==> config.mk <==
export PLATFORM = sky130hd
export DESIGN_NAME = wall_follow_pid_controller
export DESIGN_NICKNAME = d
export VERILOG_FILES = /design/src/rtl/wfpid_pkg.sv /design/src/rtl/wall_follow_pid_controller.sv
export VERILOG_INCLUDE_DIRS = /design/src /design/src/rtl
export SDC_FILE = /design/constraint.sdc
export NUM_CORES = 2
export LEC_CHECK = 0
export BUFFER_PORTS_ARGS = -buffer_cell sky130_fd_sc_hd__buf_2
export CORE_UTILIZATION = 30
export DETAILED_ROUTE_END_ITERATION = 8
export PLACE_DENSITY = 0.47
export SYNTH_ARGS = -nofsm -noshare
export SYNTH_HDL_FRONTEND = slang
export SYNTH_SLANG_ARGS = --single-unit
==> constraint.sdc <==
create_clock -name i_clk -period 41.2 [get_ports i_clk]
set_clock_uncertainty 0.15 [all_clocks]
set_input_delay 2.06 -clock i_clk [delete_from_list [all_inputs] [get_ports i_clk]]
set_output_delay 2.06 -clock i_clk [all_outputs]
set_load 0.02 [all_outputs]
==> src/rtl/assert_macros.svh <==
// Assertion helpers shared by the RTL. Every check is clocked on i_clk and
// is switched off while i_rst_n is low.
`ifndef ASSERT_MACROS_SVH
`define ASSERT_MACROS_SVH

// The consequent must hold in the same cycle as the antecedent.
`define ASSERT_SAME(label, ante, cons, msg) \
    label: assert property (@(posedge i_clk) disable iff (!i_rst_n) \
        (ante) |-> (cons)) else $error(msg);

// The consequent must hold in the cycle after the antecedent.
`define ASSERT_NEXT(label, ante, cons, msg) \
    label: assert property (@(posedge i_clk) disable iff (!i_rst_n) \
        (ante) |=> (cons)) else $error(msg);

`endif

==> src/rtl/wfpid_pkg.sv <==
package wfpid_pkg;

    localparam int SAMPLE_BITS_DEF = 10;
    localparam int SUM_BITS_DEF    = 24;
    localparam int GAIN_BITS       = 8;
    localparam int SPEED_BITS      = 11;
    localparam int SIDE_BITS       = 2;
    localparam int CFG_IDX_BITS    = 3;

    localparam int MOTOR_MID  = 512;
    localparam int TERM_LIMIT = 512;

    localparam int LEFT_THR_RST  = 348;
    localparam int RIGHT_THR_RST = 307;
    localparam int PROP_GAIN_RST = 5;
    localparam int INT_GAIN_RST  = 0;
    localparam int DER_GAIN_RST  = 0;

    typedef enum logic [SIDE_BITS-1:0] {
        SIDE_NONE  = 2'd0,
        SIDE_LEFT  = 2'd1,
        SIDE_RIGHT = 2'd2
    } t_side;

    typedef enum logic [CFG_IDX_BITS-1:0] {
        CFG_LEFT_THR   = 3'd0,
        CFG_RIGHT_THR  = 3'd1,
        CFG_LEFT_KP    = 3'd2,
        CFG_RIGHT_KP   = 3'd3,
        CFG_LEFT_KI    = 3'd4,
        CFG_RIGHT_KI   = 3'd5,
        CFG_LEFT_KD    = 3'd6,
        CFG_RIGHT_KD   = 3'd7
    } t_cfg_idx;

endpackage

==> src/rtl/wall_follow_pid_controller.sv <==
// Path: a request is accepted into the input register, and its result moves
// from there into the output register.
// Throughput: one request per cycle while the output is not stalled. The whole update,
// from peaks to speeds, is combinational between the input register and the output register.
// Reset: i_rst_n is synchronous and active low; it restores the register
// defaults, clears peaks, integral and last error, and selects no wall.
`include "assert_macros.svh"

module wall_follow_pid_controller
    import wfpid_pkg::*;
#(
    parameter int SAMPLE_BITS = SAMPLE_BITS_DEF,
    parameter int SUM_BITS    = SUM_BITS_DEF
) (
    input  logic                    i_clk,
    input  logic                    i_rst_n,
    // Sample request channel.
    input  logic                    i_in_valid,
    output logic                    o_in_stall,
    input  logic [SAMPLE_BITS-1:0]  i_left_sample,
    input  logic [SAMPLE_BITS-1:0]  i_right_sample,
    // Result channel.
    output logic                    o_out_valid,
    input  logic                    i_out_stall,
    output logic [SPEED_BITS-1:0]   o_left_speed,
    output logic [SPEED_BITS-1:0]   o_right_speed,
    output logic [SIDE_BITS-1:0]    o_followed_side,
    output logic                    o_side_changed,
    output logic                    o_left_wall_seen,
    output logic                    o_right_wall_seen,
    // Register write channel.
    input  logic                    i_cfg_valid,
    output logic                    o_cfg_ready,
    input  logic [CFG_IDX_BITS-1:0] i_cfg_index,
    input  logic [SAMPLE_BITS-1:0]  i_cfg_data
);

    // Derived widths. The error is the sample minus a threshold, the
    // derivative input is a difference of two errors, and the integral
    // update needs one spare bit above the wider of sum and error.
    localparam int EW   = SAMPLE_BITS + 1;
    localparam int DFW  = SAMPLE_BITS + 2;
    localparam int SUMX = ((SUM_BITS > EW) ? SUM_BITS : EW) + 1;
    localparam int W5   = SAMPLE_BITS + 3;
    localparam int PW   = GAIN_BITS + 1 + EW;
    localparam int IW   = GAIN_BITS + 1 + SUM_BITS;
    localparam int DW   = GAIN_BITS + 1 + DFW;
    localparam int MXW  = (IW > DW) ? IW : DW;
    localparam int TW   = MXW + 2;

    localparam logic signed [TW-1:0]         LIM_HI = TW'(TERM_LIMIT);
    localparam logic signed [TW-1:0]         LIM_LO = -LIM_HI;
    localparam logic        [SPEED_BITS-1:0] MID    = SPEED_BITS'(MOTOR_MID);
    localparam logic        [SPEED_BITS:0]   SPEED_TOTAL = (SPEED_BITS+1)'(2 * MOTOR_MID);

    // ------------------------------------------------------------------
    // Configuration registers. The user must write them only while the block is
    // idle, which the block itself does not enforce; the port is always ready and the values are used directly.
    // ------------------------------------------------------------------
    logic [SAMPLE_BITS-1:0] r_left_thr, r_right_thr;
    logic [GAIN_BITS-1:0]   r_left_kp, r_right_kp;
    logic [GAIN_BITS-1:0]   r_left_ki, r_right_ki;
    logic [GAIN_BITS-1:0]   r_left_kd, r_right_kd;

    assign o_cfg_ready = 1'b1;

    always_ff @(posedge i_clk) begin
        if (!i_rst_n) begin
            r_left_thr  <= SAMPLE_BITS'(LEFT_THR_RST);
            r_right_thr <= SAMPLE_BITS'(RIGHT_THR_RST);
            r_left_kp   <= GAIN_BITS'(PROP_GAIN_RST);
            r_right_kp  <= GAIN_BITS'(PROP_GAIN_RST);
            r_left_ki   <= GAIN_BITS'(INT_GAIN_RST);
            r_right_ki  <= GAIN_BITS'(INT_GAIN_RST);
            r_left_kd   <= GAIN_BITS'(DER_GAIN_RST);
            r_right_kd  <= GAIN_BITS'(DER_GAIN_RST);
        end else if (i_cfg_valid && o_cfg_ready) begin
            unique case (t_cfg_idx'(i_cfg_index))
                CFG_LEFT_THR:  r_left_thr  <= i_cfg_data;
                CFG_RIGHT_THR: r_right_thr <= i_cfg_data;
                CFG_LEFT_KP:   r_left_kp   <= i_cfg_data[GAIN_BITS-1:0];
                CFG_RIGHT_KP:  r_right_kp  <= i_cfg_data[GAIN_BITS-1:0];
                CFG_LEFT_KI:   r_left_ki   <= i_cfg_data[GAIN_BITS-1:0];
                CFG_RIGHT_KI:  r_right_ki  <= i_cfg_data[GAIN_BITS-1:0];
                CFG_LEFT_KD:   r_left_kd   <= i_cfg_data[GAIN_BITS-1:0];
                CFG_RIGHT_KD:  r_right_kd  <= i_cfg_data[GAIN_BITS-1:0];
                default: ;
            endcase
        end
    end

    // ------------------------------------------------------------------
    // Flow control. The input register loads when it is empty or when its
    // request moves into the output register, and the output register
    // loads when it is empty or its result is being taken. A new request is
    // therefore taken in the same cycle that a finished result leaves.
    // ------------------------------------------------------------------
    logic r_v0;
    logic rdy0, rdy_out;
    logic adv;

    assign rdy_out    = !o_out_valid || !i_out_stall;
    assign rdy0       = !r_v0 || rdy_out;
    assign o_in_stall = !rdy0;
    // A request leaves the input register and updates the controller state.
    assign adv        = r_v0 && rdy_out;

    // Input register.
    logic [SAMPLE_BITS-1:0] r_ls0, r_rs0;

    always_ff @(posedge i_clk) begin
        if (!i_rst_n) begin
            r_v0 <= 1'b0;
        end else if (rdy0) begin
            r_v0 <= i_in_valid;
        end
    end

    always_ff @(posedge i_clk) begin
        if (rdy0) begin
            r_ls0 <= i_left_sample;
            r_rs0 <= i_right_sample;
        end
    end

    // ------------------------------------------------------------------
    // Controller state: peaks, wall detection, wall choice and the integral.
    // ------------------------------------------------------------------
    logic [SAMPLE_BITS-1:0]     r_lpeak, r_rpeak;
    t_side                      r_side;
    logic signed [SUM_BITS-1:0] r_err_sum;
    logic signed [EW-1:0]       r_last_err;

    logic [SAMPLE_BITS-1:0] n_lpeak, n_rpeak;
    logic [W5-1:0]          l_x5, r_x5, l_p2, r_p2;
    logic                   lw, rw;

    assign n_lpeak = (r_ls0 > r_lpeak) ? r_ls0 : r_lpeak;
    assign n_rpeak = (r_rs0 > r_rpeak) ? r_rs0 : r_rpeak;

    // The wall test sample/peak >= 0.4 is done exactly as 5*sample >= 2*peak.
    assign l_x5 = W5'({r_ls0, 2'b00}) + W5'(r_ls0);
    assign r_x5 = W5'({r_rs0, 2'b00}) + W5'(r_rs0);
    assign l_p2 = {2'b00, n_lpeak, 1'b0};
    assign r_p2 = {2'b00, n_rpeak, 1'b0};
    assign lw   = (n_lpeak != '0) && (l_x5 >= l_p2);
    assign rw   = (n_rpeak != '0) && (r_x5 >= r_p2);

    // Wall choice, next state. With no wall the right one wins; a followed
    // wall is kept while it is seen and, when lost, handed to the other side if that one is seen.
    t_side n_side;

    always_comb begin
        n_side = r_side;
        unique case (r_side)
            SIDE_NONE: begin
                if (rw) begin
                    n_side = SIDE_RIGHT;
                end else if (lw) begin
                    n_side = SIDE_LEFT;
                end
            end
            SIDE_RIGHT: begin
                if (!rw) begin
                    if (lw) begin
                        n_side = SIDE_LEFT;
                    end else begin
                        n_side = SIDE_NONE;
                    end
                end
            end
            SIDE_LEFT: begin
                if (!lw) begin
                    if (rw) begin
                        n_side = SIDE_RIGHT;
                    end else begin
                        n_side = SIDE_NONE;
                    end
                end
            end
            default: begin
                n_side = SIDE_NONE;
            end
        endcase
    end

    // Wall choice, outputs: the change flag and the side-specific operands.
    logic                   changed, following, left_sel;
    logic [SAMPLE_BITS-1:0] sel_sample, sel_thr;
    logic [GAIN_BITS-1:0]   sel_kp, sel_ki, sel_kd;

    always_comb begin
        changed    = (n_side != r_side);
        following  = (n_side != SIDE_NONE);
        left_sel   = (n_side == SIDE_LEFT);
        sel_sample = left_sel ? r_ls0      : r_rs0;
        sel_thr    = left_sel ? r_left_thr : r_right_thr;
        sel_kp     = left_sel ? r_left_kp  : r_right_kp;
        sel_ki     = left_sel ? r_left_ki  : r_right_ki;
        sel_kd     = left_sel ? r_left_kd  : r_right_kd;
    end

    // Error, derivative difference and the saturating integral. A change of
    // wall starts both the integral and the last error from zero.
    logic signed [EW-1:0]       err, base_last;
    logic signed [DFW-1:0]      diff;
    logic signed [SUM_BITS-1:0] base_sum, n_sum;
    logic signed [SUMX-1:0]     sum_ext;
    logic                       sum_ovf;

    always_comb begin
        err       = $signed({1'b0, sel_sample}) - $signed({1'b0, sel_thr});
        base_last = changed ? '0 : r_last_err;
        base_sum  = changed ? '0 : r_err_sum;
        diff      = $signed({err[EW-1], err}) - $signed({base_last[EW-1], base_last});
        sum_ext   = $signed({{(SUMX-SUM_BITS){base_sum[SUM_BITS-1]}}, base_sum})
                  + $signed({{(SUMX-EW){err[EW-1]}}, err});
        // Overflow when the bits above the sum's sign do not all match it.
        sum_ovf   = (sum_ext[SUMX-1:SUM_BITS-1] != {(SUMX-SUM_BITS+1){1'b0}})
                 && (sum_ext[SUMX-1:SUM_BITS-1] != {(SUMX-SUM_BITS+1){1'b1}});
        if (sum_ovf) begin
            n_sum = sum_ext[SUMX-1] ? {1'b1, {(SUM_BITS-1){1'b0}}}
                                    : {1'b0, {(SUM_BITS-1){1'b1}}};
        end else begin
            n_sum = sum_ext[SUM_BITS-1:0];
        end
    end

    always_ff @(posedge i_clk) begin
        if (!i_rst_n) begin
            r_lpeak    <= '0;
            r_rpeak    <= '0;
            r_side     <= SIDE_NONE;
            r_err_sum  <= '0;
            r_last_err <= '0;
        end else if (adv) begin
            r_lpeak <= n_lpeak;
            r_rpeak <= n_rpeak;
            r_side  <= n_side;
            // With no wall the integral and last error hold, unless the wall
            // was just lost, in which case they are cleared.
            if (following || changed) begin
                r_err_sum  <= following ? n_sum : '0;
                r_last_err <= following ? err   : '0;
            end
        end
    end

    // ------------------------------------------------------------------
    // Gain products, their sum limited to +-512, and the speeds. The
    // integral product uses the integral after this request's update.
    // The followed side is pushed towards its wall by a positive term.
    // ------------------------------------------------------------------
    logic signed [PW-1:0]         pterm;
    logic signed [IW-1:0]         iterm;
    logic signed [DW-1:0]         dterm;
    logic signed [TW-1:0]         term, term_c;
    logic        [SPEED_BITS-1:0] term_s, n_lspeed, n_rspeed;

    assign pterm = $signed({1'b0, sel_kp}) * err;
    assign iterm = $signed({1'b0, sel_ki}) * n_sum;
    assign dterm = $signed({1'b0, sel_kd}) * diff;

    always_comb begin
        term = $signed({{(TW-PW){pterm[PW-1]}}, pterm})
             + $signed({{(TW-IW){iterm[IW-1]}}, iterm})
             + $signed({{(TW-DW){dterm[DW-1]}}, dterm});
        priority if (term > LIM_HI) begin
            term_c = LIM_HI;
        end else if (term < LIM_LO) begin
            term_c = LIM_LO;
        end else begin
            term_c = term;
        end
        term_s = term_c[SPEED_BITS-1:0];
        unique case (n_side)
            SIDE_LEFT: begin
                n_lspeed = MID + term_s;
                n_rspeed = MID - term_s;
            end
            SIDE_RIGHT: begin
                n_lspeed = MID - term_s;
                n_rspeed = MID + term_s;
            end
            default: begin
                n_lspeed = '0;
                n_rspeed = '0;
            end
        endcase
    end

    // Output register.
    always_ff @(posedge i_clk) begin
        if (!i_rst_n) begin
            o_out_valid <= 1'b0;
        end else if (rdy_out) begin
            o_out_valid <= r_v0;
        end
    end

    always_ff @(posedge i_clk) begin
        if (rdy_out) begin
            o_left_speed      <= n_lspeed;
            o_right_speed     <= n_rspeed;
            o_followed_side   <= n_side;
            o_side_changed    <= changed;
            o_left_wall_seen  <= lw;
            o_right_wall_seen <= rw;
        end
    end

    // ------------------------------------------------------------------
    // Checks.
    // ------------------------------------------------------------------
    logic                  out_no_wall, out_on_wall, out_lost_wall, speeds_zero;
    logic [SPEED_BITS:0]   speed_sum;

    assign out_no_wall   = o_out_valid && (o_followed_side == SIDE_NONE);
    assign out_on_wall   = o_out_valid && (o_followed_side != SIDE_NONE);
    assign out_lost_wall = o_out_valid
                        && (((o_followed_side == SIDE_LEFT) && !o_left_wall_seen)
                         || ((o_followed_side == SIDE_RIGHT) && !o_right_wall_seen));
    assign speeds_zero   = (o_left_speed == '0) && (o_right_speed == '0);
    assign speed_sum     = {1'b0, o_left_speed} + {1'b0, o_right_speed};

    `ASSERT_SAME(a_no_wall_stops, out_no_wall, speeds_zero, "motors not stopped with no wall")
    `ASSERT_SAME(a_speed_balance, out_on_wall, speed_sum == SPEED_TOTAL, "speeds off balance")
    `ASSERT_SAME(a_followed_seen, out_lost_wall, 1'b0, "followed wall is not seen")
    `ASSERT_NEXT(a_state_hold, !adv, $stable({r_side, r_err_sum, r_last_err}), "idle state moved")

endmodule
Word level (Yosys, flattened, before mapping)
Index checks and enable logic that the tools add are counted.
{ "totals": {"ff_bits": 174, "inputBits": 38, "word_cells": 104} }
{ "op_classes": {"addsub": 9, "n_mul": 3, "magnitude_cmp": 6, "eq_ne": 13, "mux": 24, "n_reduce_logical": 26} }
{ "ops": {"columns": ["operator", "count"], "rows": [
  ["24-bit 2-to-1 mux", 4],
  ["11-bit 2-to-1 mux", 4],
  ["11-bit one-hot mux with 2 select lines", 2],
  ["10-bit 2-to-1 mux", 4],
  ["34-bit by 21-bit adder with 35-bit output", 1],
  ["35-bit by 11-bit greater-than comparator with 1-bit output, second input constant", 1],
  ["35-bit by 10-bit < comparator with 1-bit output, second input constant", 1],
  ["20-bit by 33-bit adder with 34-bit output", 1],
  ["9-bit by 24-bit multiplier with 33-bit output", 1],
  ["12-bit by 10-bit adder with 13-bit output", 2],
  ["13-bit by 11-bit >= comparator with 1-bit output", 2],
  ["24-bit by 11-bit adder with 25-bit output", 1],
  ["8-bit 2-to-1 mux", 3],
  ["9-bit by 12-bit multiplier with 21-bit output", 1],
  ["10-bit greater-than comparator", 2],
  ["9-bit by 11-bit multiplier with 20-bit output", 1],
  ["10-bit nonzero test", 2],
  ["2-bit AND reduction", 9],
  ["3-bit == test, second input constant", 4],
  ["11-bit by 11-bit subtractor with 12-bit output", 1],
  ["10-bit by 11-bit adder with 11-bit output, first input constant", 1],
  ["10-bit by 10-bit subtractor with 11-bit output", 1],
  ["10-bit by 11-bit subtractor with 11-bit output, first input constant", 1],
  ["2-bit 2-to-1 mux", 5],
  ["other kinds (14)", 26]
]} }

Longest topological paths before layout
{ "depth": {"depth_word": 22, "ltp_mapped": 94} }

Worst setup path after synthesis
Ideal clock, no wire load.
{ "synth_path": {"path_type": "flip-flop to flip-flop", "from": "reg r_ls0[8]", "to": "reg o_right_speed[8], data pin", "setup_time_ns": 0.262, "arrival_ns": 18.341, "required_time_ns": 40.788, "slack_ns": 22.447, "path_stages_with_launch": 86, "path_buffers": 13, "cell_sequence": "edfxtp_1 -> ha_1 -> nand4_1 -> nor3_1 -> a21oi_1 -> a31oi_1 -> clkbuf_1 -> clkbuf_1 -> a21oi_1 -> ha_1 -> o21ai_0 -> a31oi_1 -> o31ai_1 -> a31oi_1 -> nor3_2 -> nor3_2 -> o21ai_0 -> and2_1 -> [50 not listed] -> buf_2 -> nand2_1 -> a2111o_1 -> a21o_1 -> o211ai_2 -> a31o_1 -> nand3_1 -> nor4b_2 -> nand4_1 -> o41ai_2 -> buf_4 -> nand2_1 -> ha_1 -> clkbuf_1 -> and3_1 -> o21a_1 -> a22oi_1 -> o21ai_1"} }
{ "synth_between": {"elab_chain_len": 22, "elab_cells_between_ends": 42} }
{ "synth_rtl": {"columns": ["element", "line", "text"], "rows": [
  ["from (decl)", "wall_follow_pid_controller.sv:109", "logic [SAMPLE_BITS-1:0] r_ls0, r_rs0;"],
  ["from (signal assigned)", "wall_follow_pid_controller.sv:121", "r_ls0 <= i_left_sample;"],
  ["10-bit greater-than comparator", "wall_follow_pid_controller.sv:138", "assign n_lpeak = (r_ls0 > r_lpeak) ? r_ls0 : r_lpeak;"],
  ["10-bit 2-to-1 mux", "wall_follow_pid_controller.sv:138", null],
  ["13-bit by 11-bit >= comparator with 1-bit output or 10-bit nonzero test (tied branches)", "wall_follow_pid_controller.sv:146", "assign lw = (n_lpeak != '0) && (l_x5 >= l_p2);"],
  ["1-bit logical AND (*)", "wall_follow_pid_controller.sv:146", null],
  ["named net lw", "wall_follow_pid_controller.sv:136", "logic lw, rw;"],
  ["2-bit 2-to-1 mux", "wall_follow_pid_controller.sv:159", "end else if (lw) begin"],
  ["2-bit 2-to-1 mux", "wall_follow_pid_controller.sv:157", "if (rw) begin"],
  ["2-bit one-hot mux with 3 select lines (*)", "wall_follow_pid_controller.sv:155", "unique case (r_side)"],
  ["named net n_side[1]", "wall_follow_pid_controller.sv:151", "t_side n_side;"],
  ["[8 not listed]", null, null],
  ["20-bit by 33-bit adder with 34-bit output", "wall_follow_pid_controller.sv:266", "+ $signed({{(TW-IW){iterm[IW-1]}}, iterm})"],
  ["34-bit by 21-bit adder with 35-bit output", "wall_follow_pid_controller.sv:267", "+ $signed({{(TW-DW){dterm[DW-1]}}, dterm});"],
  ["35-bit by 10-bit < comparator with 1-bit output", "wall_follow_pid_controller.sv:270", "end else if (term < LIM_LO) begin"],
  ["11-bit 2-to-1 mux", "wall_follow_pid_controller.sv:270", null],
  ["11-bit 2-to-1 mux", "wall_follow_pid_controller.sv:268", "priority if (term > LIM_HI) begin"],
  ["10-bit by 11-bit adder with 11-bit output or 10-bit by 11-bit subtractor with 11-bit output (tied branches)", "wall_follow_pid_controller.sv:283, wall_follow_pid_controller.sv:279", null],
  ["11-bit one-hot mux with 2 select lines (*)", "wall_follow_pid_controller.sv:276", "unique case (n_side)"],
  ["named net n_rspeed[8]", "wall_follow_pid_controller.sv:258", "logic [SPEED_BITS-1:0] term_s, n_lspeed, n_rspeed;"],
  ["to (signal assigned)", "wall_follow_pid_controller.sv:304", "o_right_speed <= n_rspeed;"],
  ["to (decl)", "wall_follow_pid_controller.sv:26", "output logic [SPEED_BITS-1:0] o_right_speed,"]
]} }
The timed path passes the listed nets; every way through them passes the cells marked *.
A chain may end at the register's enable or synchronous reset.

Worst setup path in the final report
{ "layout_path": {"from": "reg r_ls0[9]", "to": "reg o_right_speed[6], data pin"} }
{ "layout_between": {"elab_chain_len": 22, "elab_cells_between_ends": 42} }
{ "layout_rtl": {"columns": ["element", "line", "text"], "rows": [
  ["10-bit greater-than comparator (*)", "wall_follow_pid_controller.sv:138", null],
  ["10-bit 2-to-1 mux (*)", "wall_follow_pid_controller.sv:138", null],
  ["named net n_lpeak[0]", "wall_follow_pid_controller.sv:134", "logic [SAMPLE_BITS-1:0] n_lpeak, n_rpeak;"],
  ["13-bit by 11-bit >= comparator with 1-bit output or 10-bit nonzero test (tied branches)", "wall_follow_pid_controller.sv:146", null],
  ["1-bit logical AND (*)", "wall_follow_pid_controller.sv:146", null],
  ["named net lw", "wall_follow_pid_controller.sv:136", null],
  ["1-bit 2-to-1 mux or 2-bit 2-to-1 mux (tied branches)", "wall_follow_pid_controller.sv:165, wall_follow_pid_controller.sv:159", null],
  ["2-bit 2-to-1 mux, on equally long branches", "wall_follow_pid_controller.sv:164, wall_follow_pid_controller.sv:157", null],
  ["[1 not listed]", null, null],
  ["named net n_side[0]", "wall_follow_pid_controller.sv:151", null],
  ["[8 not listed]", null, null],
  ["20-bit by 33-bit adder with 34-bit output", "wall_follow_pid_controller.sv:266", null],
  ["34-bit by 21-bit adder with 35-bit output", "wall_follow_pid_controller.sv:267", null],
  ["35-bit by 10-bit < comparator with 1-bit output", "wall_follow_pid_controller.sv:270", null],
  ["11-bit 2-to-1 mux", "wall_follow_pid_controller.sv:270", null],
  ["11-bit 2-to-1 mux", "wall_follow_pid_controller.sv:268", null],
  ["10-bit by 11-bit adder with 11-bit output or 10-bit by 11-bit subtractor with 11-bit output (tied branches)", "wall_follow_pid_controller.sv:283, wall_follow_pid_controller.sv:279", null],
  ["11-bit one-hot mux with 2 select lines (*)", "wall_follow_pid_controller.sv:276", null],
  ["named net n_rspeed[6]", "wall_follow_pid_controller.sv:258", null]
]} }
Marked as above.

==> results.yml <==
clocking:
  cts_buffers: 17
  worstSkewPairLatency_ns: 0.50
  cts_htree_levels: 4
  post-cts-setup-buffers: 0
  ctsLongestPathBuffers: 2
  clk_pin_slew_ns: 0.07
  clock-sinks: 173
  cts_root_buffer: "clkbuf_16"
  cts_resized: 0
  post_cts_hold_buffer_count: 0
  cts_tree: "yes"
layout:
  final_core_util_pct: 32.79
  register_area_mm2: 0.003924
  drive_above_1_share_pct: 7.152
  largest_register_ffs: 24
  instances_no_fill: 4540
  areaGrowthSynthToFinish_pct: 8.217
  fin_nets: 3996
  registers.top_by_ff_count: "r_err_sum"
  n_fill_cell: 9949
  layout.cells.most_common_list: "inv_1, fa_1, nand2_1"
  largest_registers_ranked_by_flip_flop_count: "r_err_sum (24), o_left_speed (11), r_last_err (11)"
  mostFrequentLayoutCell: "inv_1"
  n_antenna_cell: 0
  multi_input_comb_area_mm2: 0.02173
yosys:
  syn-mean-instance-area_um2: 8.674
  yosys-mux-area-fraction_pct: 2.407
  post_synth_inst_count: 3260
  synth-main-ff-cell: "dfxtp_1"
  synth_async_sr_flop_share_pct: 0
  synth_simple_gate_area_share_pct: 16.21
  synth_xor_area_share_pct: 2.354
  yosys.area_share.adder_pct: 42.32
  synth-seq-cells: 173
  ys_warn_count: 0
  compound_gate_fraction_of_synth_area_pct: 13.39
  combinational_family_with_the_most_area_after_synthesis: "adder cells"
  synth-edff-count: 46
  synth.distinct_cells: 99
  post_synth_instance_area_mm2: 0.02828
  ys_seq_area_share_pct: 13.88
  mappedNetlistNets: 3983
die:
  initial_utilization_pct: 30.30
  rows: 112
  io_pins: 68
  die_width_um: 309.0
  placeableCoreArea_mm2: 0.09333
  fp.dieH_um: 309.0
  fp.dieArea_mm2: 0.09549
timing:
  max_freq_mhz: 47.50
  report.final.setup_viol: 0
  final_worst_path_period_share_pct: 51.10
  slew_headroom_pct: 18.71
  worst_pin_slew_ns: 1.210
  setup_total_negative_slack_ns: 0
  rsz0062_at_grt: "false"
  final-hold-violation-count: 0
  timing.final.crit_period_ns: 21.05
  slew_viol_final: 0
setup_path:
  worst-endpoint-required_ns: 41.28
  critical-path-top-cell-by-count: "fa_1"
  critical_path.slowest_cell: "a31oi_1"
  worstSetupPathType: "register to register"
  critical-path-max-stage-delay_ns: 0.66
  critPathLaunchType: "register"
  worst-endpoint-arrival_ns: 21.13
  timing.critical_path.to_type: "register"
  worst_path_dominant_cell_family: "adder cells"
  worst-path-max-fanout: 43
  worstPathBufferInverterCount: 12
place:
  gpl.final_weighted_congestion: 0.8843
  port-buffer-count: 66
  hpwlAfterDp_mm: 72.36
  number_of_cells_after_detailed_placement: 4508
grt:
  grt_max_degree: 73
  globalRoute.totalOverflow: 0
  groute.usage.overall_pct: 18.87
  antenna_found_initial: 0
  wire_length_of_the_first_global_routing_pass_mm: 137.9
  grt_pass1_vias: 22970
job:
  max_cap_violations: 0
routing:
  wl_per_cell_um: 18.95
  drt_pre_antenna_iters: 5
  routed_wl_mm: 86.02
  antenna_left: 0
  vias: 22030
  drc_errors: 0
  dr.first_iter.drc_count: 1412
  via_per_inst: 4.852
hold_path:
  holdCritPathClass: "register to register"
status:
  status: "complete, no violations"
==> layout make-up <==
class	count	area share, %
Sequential cell	173	12.82
Multi-Input combinational cell	2387	71.00
Tap cell	1254	5.127
Inverter	592	7.262
Clock buffer	19	1.415
Timing Repair Buffer	102	1.963
Clock inverter	13	0.4130
==> stage by stage <==
stage                     instance area [um2]  hold slack, ns  setup WS (ns)
after global routing                    30600          0.3228          18.55
after CTS                               30600          0.3067          20.21
after detailed placement                30040          0.2961          20.33
after floorplan                         28280          0.2667          22.45
final                                   30600          0.3045          20.15
after global placement                  30040          0.2852          20.63
==> worst paths after layout <==
check                                   from                          to  slack (ns)  cells after the start
hold / removal    r_err_sum[10]$_SDFFE_PN0P_  r_err_sum[10]$_SDFFE_PN0P_        0.30                      1
setup reg to reg          r_ls0[9]$_DFFE_PN_  o_right_speed[6]$_DFFE_PP_       20.15                     80
setup / recovery          r_ls0[9]$_DFFE_PN_  o_right_speed[6]$_DFFE_PP_       20.15                     80
hold reg to reg   r_err_sum[10]$_SDFFE_PN0P_  r_err_sum[10]$_SDFFE_PN0P_        0.30                      1
==> per-layer routing <==
metal  GRT usage (%)  wire (um)  up-vias
met4           3.834       1173        0
met5               0          0        -
met1           26.31      41220    11030
li1                -          -    10550
met2           31.32      40570      401
met3           2.192       3048       51
==> kinds of logic (layout without fill, tap and decap cells) <==
group                    after synthesis  after routing
adder cells (fa/ha/maj)              686            686
AND/OR/NAND/NOR                     1002           1002
XOR/XNOR                              76             76
AO/OA/AOI/OAI                        558            558
buffers and inverters                700            726
flip-flops                           173            173
other                                  1              1
multiplexers                          64             64
==> cells in the mapped netlist (all sizes together), types with 9 or more instances <==
master,n,share of area [%]
edfxtp,46,4.9
a21o,51,1.4
xor2,31,0.96
nor2b,34,0.75
o21ai,92,1.8
or3,14,0.33
mux2,32,1.3
a31o,9,0.28
nand2,410,5.5
a22oi,24,0.64
a22o,12,0.37
ha,234,10
inv,592,7.9
nand3,45,0.80
fa,451,32
a211o,10,0.31
or2,10,0.22
clkbuf,77,1.0
xnor2,45,1.4
o211ai,12,0.35
nor2,278,3.7
nor3,34,0.68
and3,12,0.27
nor4,15,0.43
a211oi,37,1.1
nand2b,43,0.95
nand4,20,0.46
a31oi,16,0.41
o22ai,14,0.31
mux2i,32,1.1
buf,31,0.54
o21a,18,0.48
and2,62,1.4
a21oi,184,3.3
dfxtp,127,9.0
Power is left out: the tool's default activity adds up to more than one toggle a clock period on the data nets, which glitch-free logic cannot reach.
